$ cat src/rtl/sstf_pkg.sv
package sstf_pkg;

    localparam int QUEUE_DEPTH = 32;
    localparam int IDX_W       = $clog2(QUEUE_DEPTH);
    localparam int CNT_W       = $clog2(QUEUE_DEPTH + 1);

    localparam int TAG_W    = 8;
    localparam int SECTOR_W = 48;
    localparam int LEN_W    = 16;
    localparam int ENTRY_W  = TAG_W + SECTOR_W + LEN_W;

    localparam logic [IDX_W-1:0] LAST_IDX    = IDX_W'(QUEUE_DEPTH - 1);
    localparam logic [5:0]       FULL_COUNT6 = 6'(QUEUE_DEPTH);

    localparam logic [1:0] CMD_ADD      = 2'd0;
    localparam logic [1:0] CMD_DISPATCH = 2'd1;
    localparam logic [1:0] CMD_REMOVE   = 2'd2;

    typedef logic [1:0] op_t;
    localparam op_t OP_ADD      = 2'd0;
    localparam op_t OP_DISPATCH = 2'd1;
    localparam op_t OP_REMOVE   = 2'd2;
    localparam op_t OP_NONE     = 2'd3;

    localparam logic [2:0] ST_ADDED      = 3'd0;
    localparam logic [2:0] ST_DISPATCHED = 3'd1;
    localparam logic [2:0] ST_FULL       = 3'd2;
    localparam logic [2:0] ST_EMPTY      = 3'd3;
    localparam logic [2:0] ST_REMOVED    = 3'd4;
    localparam logic [2:0] ST_NOT_FOUND  = 3'd5;

    typedef struct packed {
        op_t                 op;
        logic [TAG_W-1:0]    tag;
        logic [SECTOR_W-1:0] sector;
        logic [LEN_W-1:0]    length;
    } req_t;

endpackage

$ cat src/rtl/sstf_ram.sv
module sstf_ram #(
    parameter int WIDTH = 8,
    parameter int DEPTH = 32
) (
    input  logic                     clk,
    input  logic                     we,
    input  logic [$clog2(DEPTH)-1:0] waddr,
    input  logic [WIDTH-1:0]         wdata,
    input  logic [$clog2(DEPTH)-1:0] raddr,
    output logic [WIDTH-1:0]         rdata
);

    logic [WIDTH-1:0] mem [DEPTH];

    always_ff @(posedge clk)
    begin
        if (we)
        begin
            mem[waddr] <= wdata;
        end
        rdata <= mem[raddr];
    end

endmodule

$ cat src/rtl/sstf_front.sv
module sstf_front (
    input  logic                          clk,
    input  logic                          rst_n,
    input  logic                          in_valid,
    output logic                          in_stall,
    input  logic [1:0]                    command,
    input  logic [sstf_pkg::TAG_W-1:0]    request_tag,
    input  logic [sstf_pkg::SECTOR_W-1:0] request_sector,
    input  logic [sstf_pkg::LEN_W-1:0]    request_length,
    output logic                          q_valid,
    output sstf_pkg::req_t                q_req,
    input  logic                          q_pop
);

    sstf_pkg::req_t slot_reg [2];
    logic           wr_ptr_reg;
    logic           rd_ptr_reg;
    logic [1:0]     fill_reg;
    logic           push;
    sstf_pkg::req_t decoded;

    always_comb
    begin
        decoded.tag    = request_tag;
        decoded.sector = request_sector;
        decoded.length = request_length;
        unique case (command)
            sstf_pkg::CMD_ADD:      decoded.op = sstf_pkg::OP_ADD;
            sstf_pkg::CMD_DISPATCH: decoded.op = sstf_pkg::OP_DISPATCH;
            sstf_pkg::CMD_REMOVE:   decoded.op = sstf_pkg::OP_REMOVE;
            default:                decoded.op = sstf_pkg::OP_NONE;
        endcase
    end

    assign in_stall = (fill_reg == 2'd2);
    assign push     = in_valid && !in_stall;
    assign q_valid  = (fill_reg != 2'd0);
    assign q_req    = slot_reg[rd_ptr_reg];

    always_ff @(posedge clk or negedge rst_n)
    begin
        if (!rst_n)
        begin
            wr_ptr_reg <= 1'b0;
            rd_ptr_reg <= 1'b0;
            fill_reg   <= 2'd0;
        end
        else
        begin
            if (push)
            begin
                wr_ptr_reg <= !wr_ptr_reg;
            end
            if (q_pop)
            begin
                rd_ptr_reg <= !rd_ptr_reg;
            end
            if (push && !q_pop)
            begin
                fill_reg <= fill_reg + 2'd1;
            end
            else if (q_pop && !push)
            begin
                fill_reg <= fill_reg - 2'd1;
            end
        end
    end

    always_ff @(posedge clk)
    begin
        if (push)
        begin
            slot_reg[wr_ptr_reg] <= decoded;
        end
    end

endmodule

$ cat src/rtl/sstf_back.sv
module sstf_back (
    input  logic                          clk,
    input  logic                          rst_n,
    input  logic                          q_valid,
    input  sstf_pkg::req_t                q_req,
    output logic                          q_pop,
    output logic                          out_valid,
    input  logic                          out_stall,
    output logic [2:0]                    status,
    output logic [sstf_pkg::TAG_W-1:0]    out_tag,
    output logic [sstf_pkg::SECTOR_W-1:0] out_sector,
    output logic [sstf_pkg::LEN_W-1:0]    out_length,
    output logic [5:0]                    pending_count
);

    localparam logic [1:0] S_IDLE   = 2'd0;
    localparam logic [1:0] S_SCAN   = 2'd1;
    localparam logic [1:0] S_DRAIN  = 2'd2;
    localparam logic [1:0] S_FINISH = 2'd3;

    logic [1:0]                      state_reg;
    sstf_pkg::req_t                  cur_reg;
    logic [sstf_pkg::IDX_W-1:0]      scan_idx_reg;
    logic [sstf_pkg::SECTOR_W-1:0]   head_reg;
    logic [sstf_pkg::QUEUE_DEPTH-1:0] valid_reg;
    logic [sstf_pkg::CNT_W-1:0]      count_reg;

    // stage A: RAM data for a_idx_reg
    logic                            a_vld_reg;
    logic [sstf_pkg::IDX_W-1:0]      a_idx_reg;
    // stage B: distance and match flags, compared against the best so far
    logic                            b_vld_reg;
    logic [sstf_pkg::IDX_W-1:0]      b_idx_reg;
    logic                            b_live_reg;
    logic                            b_tag_hit_reg;
    logic [sstf_pkg::SECTOR_W-1:0]   b_dist_reg;
    logic [sstf_pkg::SECTOR_W-1:0]   b_start_reg;
    logic [sstf_pkg::TAG_W-1:0]      b_tag_reg;
    logic [sstf_pkg::LEN_W-1:0]      b_len_reg;

    logic                            best_found_reg;
    logic [sstf_pkg::IDX_W-1:0]      best_idx_reg;
    logic [sstf_pkg::SECTOR_W-1:0]   best_dist_reg;
    logic [sstf_pkg::SECTOR_W-1:0]   best_start_reg;
    logic [sstf_pkg::TAG_W-1:0]      best_tag_reg;
    logic [sstf_pkg::LEN_W-1:0]      best_len_reg;

    logic                            out_valid_reg;
    logic [2:0]                      status_reg;
    logic [sstf_pkg::TAG_W-1:0]      out_tag_reg;
    logic [sstf_pkg::SECTOR_W-1:0]   out_sector_reg;
    logic [sstf_pkg::LEN_W-1:0]      out_length_reg;
    logic [5:0]                      pending_reg;

    logic [sstf_pkg::ENTRY_W-1:0]    rdata;
    logic [sstf_pkg::ENTRY_W-1:0]    wdata;
    logic                            ram_we;
    logic [sstf_pkg::TAG_W-1:0]      e_tag;
    logic [sstf_pkg::SECTOR_W-1:0]   e_start;
    logic [sstf_pkg::SECTOR_W:0]     diff_fwd;
    logic [sstf_pkg::SECTOR_W:0]     diff_rev;
    logic [sstf_pkg::SECTOR_W-1:0]   a_dist;
    logic                            take;
    logic                            finish_go;
    logic [sstf_pkg::SECTOR_W:0]     end_sum;
    logic [sstf_pkg::SECTOR_W-1:0]   head_next;
    logic [2:0]                      status_next;
    logic [sstf_pkg::CNT_W-1:0]      count_next;
    logic [sstf_pkg::CNT_W+5:0]      count_ext;

    sstf_ram #(
        .WIDTH (sstf_pkg::ENTRY_W),
        .DEPTH (sstf_pkg::QUEUE_DEPTH)
    ) u_ram (
        .clk   (clk),
        .we    (ram_we),
        .waddr (best_idx_reg),
        .wdata (wdata),
        .raddr (scan_idx_reg),
        .rdata (rdata)
    );

    assign e_tag   = rdata[sstf_pkg::ENTRY_W-1 -: sstf_pkg::TAG_W];
    assign e_start = rdata[sstf_pkg::LEN_W +: sstf_pkg::SECTOR_W];
    assign wdata   = {cur_reg.tag, cur_reg.sector, cur_reg.length};

    assign diff_fwd = {1'b0, e_start} - {1'b0, head_reg};
    assign diff_rev = {1'b0, head_reg} - {1'b0, e_start};
    assign a_dist   = diff_fwd[sstf_pkg::SECTOR_W] ? diff_rev[sstf_pkg::SECTOR_W-1:0]
                                                   : diff_fwd[sstf_pkg::SECTOR_W-1:0];

    always_comb
    begin
        unique case (cur_reg.op)
            sstf_pkg::OP_ADD:
                take = !b_live_reg && !best_found_reg;
            sstf_pkg::OP_DISPATCH:
                take = b_live_reg && (!best_found_reg || b_dist_reg < best_dist_reg ||
                       (b_dist_reg == best_dist_reg && b_start_reg > best_start_reg));
            sstf_pkg::OP_REMOVE:
                take = b_live_reg && b_tag_hit_reg && !best_found_reg;
            default:
                take = 1'b0;
        endcase
    end

    assign finish_go = (state_reg == S_FINISH) && (!out_valid_reg || !out_stall);
    assign q_pop     = (state_reg == S_IDLE) && q_valid;
    assign ram_we    = finish_go && (cur_reg.op == sstf_pkg::OP_ADD) && best_found_reg;

    // head moves to the end sector, saturating at the top of the sector range
    assign end_sum   = {1'b0, best_start_reg} + (sstf_pkg::SECTOR_W + 1)'(best_len_reg);
    assign head_next = end_sum[sstf_pkg::SECTOR_W] ? '1 : end_sum[sstf_pkg::SECTOR_W-1:0];

    always_comb
    begin
        count_next = count_reg;
        unique case (cur_reg.op)
            sstf_pkg::OP_ADD:
            begin
                status_next = best_found_reg ? sstf_pkg::ST_ADDED : sstf_pkg::ST_FULL;
                if (best_found_reg)
                begin
                    count_next = count_reg + sstf_pkg::CNT_W'(1);
                end
            end
            sstf_pkg::OP_DISPATCH:
            begin
                status_next = best_found_reg ? sstf_pkg::ST_DISPATCHED : sstf_pkg::ST_EMPTY;
                if (best_found_reg)
                begin
                    count_next = count_reg - sstf_pkg::CNT_W'(1);
                end
            end
            sstf_pkg::OP_REMOVE:
            begin
                status_next = best_found_reg ? sstf_pkg::ST_REMOVED : sstf_pkg::ST_NOT_FOUND;
                if (best_found_reg)
                begin
                    count_next = count_reg - sstf_pkg::CNT_W'(1);
                end
            end
            default:
                status_next = sstf_pkg::ST_NOT_FOUND;
        endcase
    end

    assign count_ext = {6'd0, count_next};

    always_ff @(posedge clk or negedge rst_n)
    begin
        if (!rst_n)
        begin
            state_reg      <= S_IDLE;
            scan_idx_reg   <= '0;
            a_vld_reg      <= 1'b0;
            b_vld_reg      <= 1'b0;
            best_found_reg <= 1'b0;
            head_reg       <= '0;
            valid_reg      <= '0;
            count_reg      <= '0;
            out_valid_reg  <= 1'b0;
        end
        else
        begin
            a_vld_reg     <= (state_reg == S_SCAN);
            b_vld_reg     <= a_vld_reg;
            out_valid_reg <= finish_go || (out_valid_reg && out_stall);
            if (b_vld_reg && take)
            begin
                best_found_reg <= 1'b1;
            end
            unique case (state_reg)
                S_IDLE:
                begin
                    if (q_valid)
                    begin
                        scan_idx_reg   <= '0;
                        best_found_reg <= 1'b0;
                        state_reg      <= S_SCAN;
                    end
                end
                S_SCAN:
                begin
                    if (scan_idx_reg == sstf_pkg::LAST_IDX)
                    begin
                        state_reg <= S_DRAIN;
                    end
                    else
                    begin
                        scan_idx_reg <= scan_idx_reg + sstf_pkg::IDX_W'(1);
                    end
                end
                S_DRAIN:
                begin
                    if (!a_vld_reg && !b_vld_reg)
                    begin
                        state_reg <= S_FINISH;
                    end
                end
                S_FINISH:
                begin
                    if (finish_go)
                    begin
                        count_reg <= count_next;
                        state_reg <= S_IDLE;
                        if (best_found_reg)
                        begin
                            unique case (cur_reg.op)
                                sstf_pkg::OP_ADD:
                                    valid_reg[best_idx_reg] <= 1'b1;
                                sstf_pkg::OP_DISPATCH:
                                begin
                                    valid_reg[best_idx_reg] <= 1'b0;
                                    head_reg                <= head_next;
                                end
                                sstf_pkg::OP_REMOVE:
                                    valid_reg[best_idx_reg] <= 1'b0;
                                default:
                                    valid_reg <= valid_reg;
                            endcase
                        end
                    end
                end
                default:
                    state_reg <= S_IDLE;
            endcase
        end
    end

    always_ff @(posedge clk)
    begin
        if (q_pop)
        begin
            cur_reg <= q_req;
        end
        a_idx_reg     <= scan_idx_reg;
        b_idx_reg     <= a_idx_reg;
        b_live_reg    <= valid_reg[a_idx_reg];
        b_tag_hit_reg <= (e_tag == cur_reg.tag);
        b_dist_reg    <= a_dist;
        b_start_reg   <= e_start;
        b_tag_reg     <= e_tag;
        b_len_reg     <= rdata[sstf_pkg::LEN_W-1:0];
        if (b_vld_reg && take)
        begin
            best_idx_reg   <= b_idx_reg;
            best_dist_reg  <= b_dist_reg;
            best_start_reg <= b_start_reg;
            best_tag_reg   <= b_tag_reg;
            best_len_reg   <= b_len_reg;
        end
        if (finish_go)
        begin
            status_reg  <= status_next;
            pending_reg <= count_ext[5:0];
            if (status_next == sstf_pkg::ST_DISPATCHED)
            begin
                out_tag_reg    <= best_tag_reg;
                out_sector_reg <= best_start_reg;
                out_length_reg <= best_len_reg;
            end
            else
            begin
                out_tag_reg    <= '0;
                out_sector_reg <= '0;
                out_length_reg <= '0;
            end
        end
    end

    assign out_valid     = out_valid_reg;
    assign status        = status_reg;
    assign out_tag       = out_tag_reg;
    assign out_sector    = out_sector_reg;
    assign out_length    = out_length_reg;
    assign pending_count = pending_reg;

endmodule

$ cat src/rtl/sstf_request_scheduler_core.sv
// Channel | Handshake          | Fields
// input   | in_valid, in_stall | command, request_tag, request_sector, request_length
// output  | out_valid, out_stall | status, out_tag, out_sector, out_length, pending_count
//
// Every command passes through the back end in turn: the idle state pops the queue, the
// table RAM is scanned one entry per cycle through its single read port, the drain state
// empties the read and compare stages, then the finish state commits.
// A two-entry queue takes transfers while the back end is busy.
// Reset clears the valid bits, the count and the head at once; no clearing pass.
// in_stall rises only when the queue is full; a stalled result holds the back end.
module sstf_request_scheduler_core (
    input  logic                          clk,
    input  logic                          rst_n,
    input  logic                          in_valid,
    output logic                          in_stall,
    input  logic [1:0]                    command,
    input  logic [sstf_pkg::TAG_W-1:0]    request_tag,
    input  logic [sstf_pkg::SECTOR_W-1:0] request_sector,
    input  logic [sstf_pkg::LEN_W-1:0]    request_length,
    output logic                          out_valid,
    input  logic                          out_stall,
    output logic [2:0]                    status,
    output logic [sstf_pkg::TAG_W-1:0]    out_tag,
    output logic [sstf_pkg::SECTOR_W-1:0] out_sector,
    output logic [sstf_pkg::LEN_W-1:0]    out_length,
    output logic [5:0]                    pending_count
);

    logic           q_valid;
    logic           q_pop;
    sstf_pkg::req_t q_req;

    sstf_front u_front (
        .clk            (clk),
        .rst_n          (rst_n),
        .in_valid       (in_valid),
        .in_stall       (in_stall),
        .command        (command),
        .request_tag    (request_tag),
        .request_sector (request_sector),
        .request_length (request_length),
        .q_valid        (q_valid),
        .q_req          (q_req),
        .q_pop          (q_pop)
    );

    sstf_back u_back (
        .clk           (clk),
        .rst_n         (rst_n),
        .q_valid       (q_valid),
        .q_req         (q_req),
        .q_pop         (q_pop),
        .out_valid     (out_valid),
        .out_stall     (out_stall),
        .status        (status),
        .out_tag       (out_tag),
        .out_sector    (out_sector),
        .out_length    (out_length),
        .pending_count (pending_count)
    );

    a_pop_needs_item: assert property (@(posedge clk) disable iff (!rst_n)
        q_pop |-> q_valid)
        else $error("queue popped while empty");

    a_zero_fields: assert property (@(posedge clk) disable iff (!rst_n)
        out_valid && status != sstf_pkg::ST_DISPATCHED |->
        out_tag == '0 && out_sector == '0 && out_length == '0)
        else $error("non-dispatch result carries request fields");

    a_empty_count: assert property (@(posedge clk) disable iff (!rst_n)
        out_valid && status == sstf_pkg::ST_EMPTY |-> pending_count == 6'd0)
        else $error("empty reported with pending requests");

    a_full_count: assert property (@(posedge clk) disable iff (!rst_n)
        out_valid && status == sstf_pkg::ST_FULL |-> pending_count == sstf_pkg::FULL_COUNT6)
        else $error("full reported below capacity");

endmodule

$ cat config.mk
export PLATFORM = sky130hd
export DESIGN_NAME = sstf_request_scheduler_core
export DESIGN_NICKNAME = d
export VERILOG_FILES = /design/src/rtl/sstf_pkg.sv /design/src/rtl/sstf_ram.sv /design/src/rtl/sstf_front.sv /design/src/rtl/sstf_back.sv /design/src/rtl/sstf_request_scheduler_core.sv
export SDC_FILE = /design/constraint.sdc
export NUM_CORES = 2
export LEC_CHECK = 0
export ABC_AREA = 1
export BUFFER_PORTS_ARGS = -buffer_cell sky130_fd_sc_hd__buf_2
export CELL_PAD_IN_SITES_DETAIL_PLACEMENT = 2
export CELL_PAD_IN_SITES_GLOBAL_PLACEMENT = 2
export CORE_MARGIN = 8
export CORE_UTILIZATION = 40
export CTS_CLUSTER_DIAMETER = 60
export DETAILED_ROUTE_END_ITERATION = 6
export PLACE_DENSITY_LB_ADDON = 0.1
export SLEW_MARGIN = 25
export SYNTH_ARGS = -nofsm -noshare
export SYNTH_HDL_FRONTEND = slang
export SYNTH_SLANG_ARGS = --single-unit
$ cat constraint.sdc
create_clock -name clk -period 7.12 [get_ports clk]
set_input_delay 0.712 -clock clk [delete_from_list [all_inputs] [get_ports clk]]
set_output_delay 0.712 -clock clk [all_outputs]
set_load 0.005 [all_outputs]
After elaboration in Yosys (flattened, before gate mapping)
Memory sizes are Yosys's and may differ from the RTL's. A register that Yosys moved wholly into a read port is not among the register bits. Index checks and enable logic that the tools add are counted.

ROM bits: 0. Bits in registers: 439. Bits in writable memories: 2452. Logic and storage cells: 142. Latch bits: 0. Output and inout bits: 83. Input port bits: 78. Memories: 2.

Shift-type cells: 0. Add/sub/neg operators: 8. Divide/modulo/power cells: 0. Mux-type cells: 33. Bitwise operators: 3. $mul: 0. Magnitude comparators: 5. Equality and inequality tests: 17. Reduce and logical (&&, ||, !) cells: 44.

Memories: u_back.u_ram.mem (depth 32, bits a word 72, read ports 1, clocked after memory_dff 1, write ports 1, RTL line sstf_ram.sv:13) `logic [WIDTH-1:0] mem [DEPTH];`; u_front.slot_reg (depth 2, bits a word 74, read ports 1, clocked after memory_dff 1, write ports 1, RTL line sstf_front.sv:15) `sstf_pkg::req_t slot_reg [2];`.

Operators by type and width (count): $mux 48 (2); $pmux 32 s2 (1); $add 48x16->49 (1); $sub 48x48->49 (1); $eq 48x48->1 (1); $gt 48x48->1 (1); $lt 48x48->1 (1); $sub 48x48->48 (1); $and 32x32->32 (1); $not 32->32 (1); $or 32x32->32 (1); $logic_and 1x1->1 (16); $mux 2 (8); $lt 5x6->1 const B (2); $mux 6 (2); $pmux 6 s2 (1); $reduce_and 4->1 (3); $logic_not 1->1 (11); $eq 2x2->1 const B (5); $mux 1 (10); $mux 5 (2); $pmux 5 s2 (1); $pmux 3 s3 (1); $eq 8x8->1 (1); 22 further kinds (35).

Logic depth before layout (Yosys ltp)
Depth after elaboration: 9. Depth in mapped cells: 20. Depth with buffers taken out: 19.

Modules after synthesis
From an unflattened synthesis, not the netlist that was laid out.

Cells, all modules: 10968. Area total of the unflattened synthesis: 126580.2 µm².

Modules (own cells, without submodules): sstf_ram (instances 1, cells an instance 7592, area each 93278.2 µm², sequential area each 70627.7 µm²); sstf_back (instances 1, cells an instance 3115, area each 27533.9 µm², sequential area each 13477.9 µm²); sstf_front (instances 1, cells an instance 261, area each 5768.0 µm², sequential area each 4544.4 µm²).

Least setup slack after synthesis
Ideal clock, no wire load.

Path kind: input -> register. From: input port out_stall. To: memory u_back.u_ram.mem[29][0] (netlist bit) (enable). Required time: 6530 ps. Path slack: 141 ps. Buffers on the path: 1. Arrival: 6389 ps. Setup time: 590 ps. Stages on the path: 4. Path through: a21oi_1 -> nand3_1 -> clkbuf_1 -> nor3_1.

Cells in the longest elaborated chain, start to end: 7.

Ends and longest elaborated chain: start, declared (RTL line sstf_request_scheduler_core.sv:21) `input logic out_stall,`; $logic_not 1->1 (RTL line sstf_back.sv:107) `assign finish_go = (state_reg == S_FINISH) && (!out_valid_reg || !out_stall);`; $logic_or 1x1->1 (RTL line sstf_back.sv:107); $logic_and 1x1->1 (RTL line sstf_back.sv:107); $logic_and 1x1->1 (2 in a row) (RTL line sstf_back.sv:109) `assign ram_we = finish_go && (cur_reg.op == sstf_pkg::OP_ADD) && best_found_reg;`; $mux 1 (RTL line sstf_ram.sv:17) `if (we)`; $mux 1 (implied by the code) (RTL line sstf_ram.sv:19) `mem[waddr] <= wdata;`; end, declared (RTL line sstf_ram.sv:13).

Every way passes these cells.

==> impl_metrics.yaml <==
status:
  status: "finished clean"
routing:
  drc_errors: 0
  ant_nets: 0
  num_vias: 87500
  drt-vias-per-instance: 5.94
  drt-wirelength-per-cell_um: 33.7
  drt_iter0_markers: 8583
  dr.pass1.iters: 5
  totalWireLength_um: 497000
sta:
  slew_viol_final: 0
  fmax_mhz: 222
  setup_viol: 0
  hold_viol_final: 0
  rsz0062_at_grt: "no"
  clock-skew-final_ns: 0.0657
  tightest_slew_ns: 1.23
  timing.final.crit_share: 0.632
  post-route-min-period_ns: 4.50
  worst_slew_margin_rel: 0.181
  fin_ws_ns: 2.62
  fin_hold_ws_ns: 0.0784
  tns_ns: 0
floorplanning:
  row_count: 204
  die_h_um: 572
  io_pins: 161
  start_util: 0.401
  coreArea_mm2: 0.308
  die_area_mm2: 0.327
  dieWidth_um: 572
job:
  max-cap-violations: 0
clock_tree:
  cts_buffers: 352
  cts_tree: "done"
  cts.clk_slew.worst_paths_ns: 0.06
  htreeDepth: 5
  cts.path.max_buffers: 4
  cts_root_buf: "clkbuf_16"
  clkLatencyLatePin_ns: 0.95
  cts_setup_buffers: 0
  clock_sinks: 3037
power_and_ir_drop:
  power.density_mw_per_mm2: 457
  irDropWorstVdd_mv: 0.297
  leakagePower_nw: 49.0
min_path:
  holdPathStages: 1
  hold_path_end: "u_front.slot_reg[0][13]$_DFFE_PP_"
  hold_path.startpoint: "request_length[13]"
  hold_path.class: "in2reg"
cells_and_area:
  drive_gt1_frac: 0.0910
  nets: 10600
  fillers: 30500
  largest_reg_flops: 2304
  area_growth_pct: 14.7
synth:
  netlist_area_mm2: 0.124
  ys.flop_type: "edfxtp_1"
  synth_cells: 10100
  synth.avg_cell_area_um2: 12.2
  synth_nets: 10400
  synth_seq_cells: 3037
  synth-edff-count: 2732
  yosysSeqAreaShare: 0.717
  yosysUniqueCellTypes: 57
  ys_warn_count: 0
  ys_async_sr_fraction: 0.0333
placement:
  detailed_place_hpwl_um: 280000
  gp_congestion: 0.898
  port-buffer-count: 160
  post-place-ws_ns: 2.73
global_routing:
  use_met2: 0.509
  grt_pass1_vias: 93300
  top_usage_layer: "met2"
  grt_usage: 0.294
  grt_use_met3: 0.0359
  grt_overflow: 0
  grtUsageMet1: 0.381
  grt_max_degree: 210
  grt_pass1_wl_um: 697000
  antenna_found_initial: 39
setup_path:
  cp.required_ns: 7.88
  startpoint_type: "flop"
  reg2reg_depth: 9
  critPathKind: "reg2reg"
  cp_max_fo: 111
  r2r_slack_ns: 2.62
  r2r-start: "u_back.scan_idx_reg[0]$_DFFE_PN0P_"
  worstReg2RegEnd: "u_back.u_ram.rdata[35]$_DFF_P_"
  endpoint_kind: "flop"
  arrival_ns: 5.26
## per-layer routing
| layer | share of wire | wire [um] |
|---|---|---|
| met3 | 0.057 | 28100 |
| met1 | 0.41 | 202000 |
| met2 | 0.49 | 246000 |
| met5 | 0.00012 | 61 |
| met4 | 0.041 | 20600 |
## worst max path at each step
stage / end / cells past startpoint / slack (ns) / start
final: u_back.u_ram.rdata[35]$_DFF_P_ / 9 / 2.62 / u_back.scan_idx_reg[0]$_DFFE_PN0P_
after global routing: u_back.u_ram.rdata[27]$_DFF_P_ / 9 / 2.50 / u_back.scan_idx_reg[0]$_DFFE_PN0P_
after CTS: u_back.u_ram.rdata[35]$_DFF_P_ / 9 / 2.69 / u_back.scan_idx_reg[0]$_DFFE_PN0P_
after detailed placement: u_back.u_ram.rdata[35]$_DFF_P_ / 9 / 2.73 / u_back.scan_idx_reg[0]$_DFFE_PN0P_
after global placement: u_back.u_ram.rdata[23]$_DFF_P_ / 9 / 2.63 / u_back.scan_idx_reg[0]$_DFFE_PN0P_
after floorplan: u_back.u_ram.mem[29][0]$_DFFE_PP_ / 4 / 0.14 / out_stall
## power breakdown
part	internal [mW]	leakage, nW	switching (mW)	total [mW]
Combinational	5.71	15.9	16.5	22.2
Clock	10.4	5.53	7.66	18.0
Sequential	22.4	27.6	2.29	24.7
Total	38.5	49.0	26.4	64.9
## critical path, cell delays in order, from the launching register on
cell	delay (ns)
dfrtp_4	0.74
inv_8	0.59
buf_4	0.56
buf_4	0.78
o21ai_0	0.27
o22ai_1	0.23
nand2_1	0.09
nand3_1	0.16
o21ai_0	0.15
inv_1	0.53
## stage by stage
stage | utilization | power, mW | cell area (um^2) | instances
after global routing | 0.460 | 67.4 | 142000 | 14700
after detailed placement | 0.420 | 46.9 | 129000 | 13900
final | 0.460 | 64.9 | 142000 | 14700
after CTS | 0.459 | 65.1 | 141000 | 14700
after global placement | 0.419 | 45.9 | 129000 | 13900
after floorplan | - | 36.4 | 124000 | 10100
## cells in the mapped netlist, types with 12 or more instances
cell	n	share of area
o21ai_1	60	0.0024
xnor2_1	35	0.0025
dfrtp_1	101	0.020
nand4_1	59	0.0030
a21oi_1	275	0.011
clkbuf_1	413	0.013
inv_2	16	0.00049
edfxtp_1	2732	0.66
nor2_1	1564	0.047
nand3_1	221	0.0089
a221oi_1	12	0.00085
nor4_1	13	0.00066
buf_1	17	0.00052
o221ai_1	192	0.014
nand2_2	12	0.00061
nand2_1	1115	0.034
a211oi_1	18	0.0011
inv_1	472	0.014
o21a_1	26	0.0016
nor3_1	100	0.0040
o211ai_1	30	0.0018
xor2_1	74	0.0052
o21ai_0	1373	0.056
dfxtp_1	204	0.033
o21bai_1	15	0.00091
buf_4	21	0.0013
a31oi_1	88	0.0044
buf_2	119	0.0048
ha_1	220	0.022
a21o_1	21	0.0013
o22ai_1	394	0.020
## cells by family after synthesis
family                     count (synthesis)  share of synthesized area
AOI/OAI and AO/OA                       2539                      0.117
xor gates and xnor gates                 109                    0.00772
adders and majority gates                223                     0.0227
buffers and inverters                   1076                     0.0350
DFF                                     3037                      0.717
muxes                                      8                   0.000647
and+or+nand+nor                         3115                      0.100
## cell type report
type	instances	area, um^2	area share
diodes	9	22.5	0.000159
clock buffers	459	9600	0.0676
clock inverters	198	1760	0.0124
inverters	491	1890	0.0133
multi-input cells	5994	31000	0.219
flip-flops and latches	3037	88700	0.625
well taps	4120	5150	0.0363
repair buffers	409	3790	0.0267
## layout by cell type (no fill, tap or decap), drive strengths merged, types with 5 or more instances in the layout
cell,instances
dlygate4sd3,74
edfxtp,2732
xor2,74
a21oi,278
dfrtp,101
diode,9
o211ai,30
clkinv,135
buf,335
nor4,14
mux2i,8
dfxtp,204
o221ai,192
nand2,1128
bufinv,22
a21boi,9
nand3b,5
or2,9
o21bai,15
inv,514
a221oi,12
a41oi,7
ha,220
a31oi,88
o21ai,1435
nand3,223
nand4,60
o21a,26
xnor2,35
clkbuf,459
a21o,21
o22ai,394
a211oi,18
nor2,1570
nor3,100
clkinvlp,18
## timing repair
action,CTS,global route
hold buffers,74,0
hold endpoints to repair,168,0
resized for setup,0,0
No activity file was read; power rests on OpenSTA's default activity.
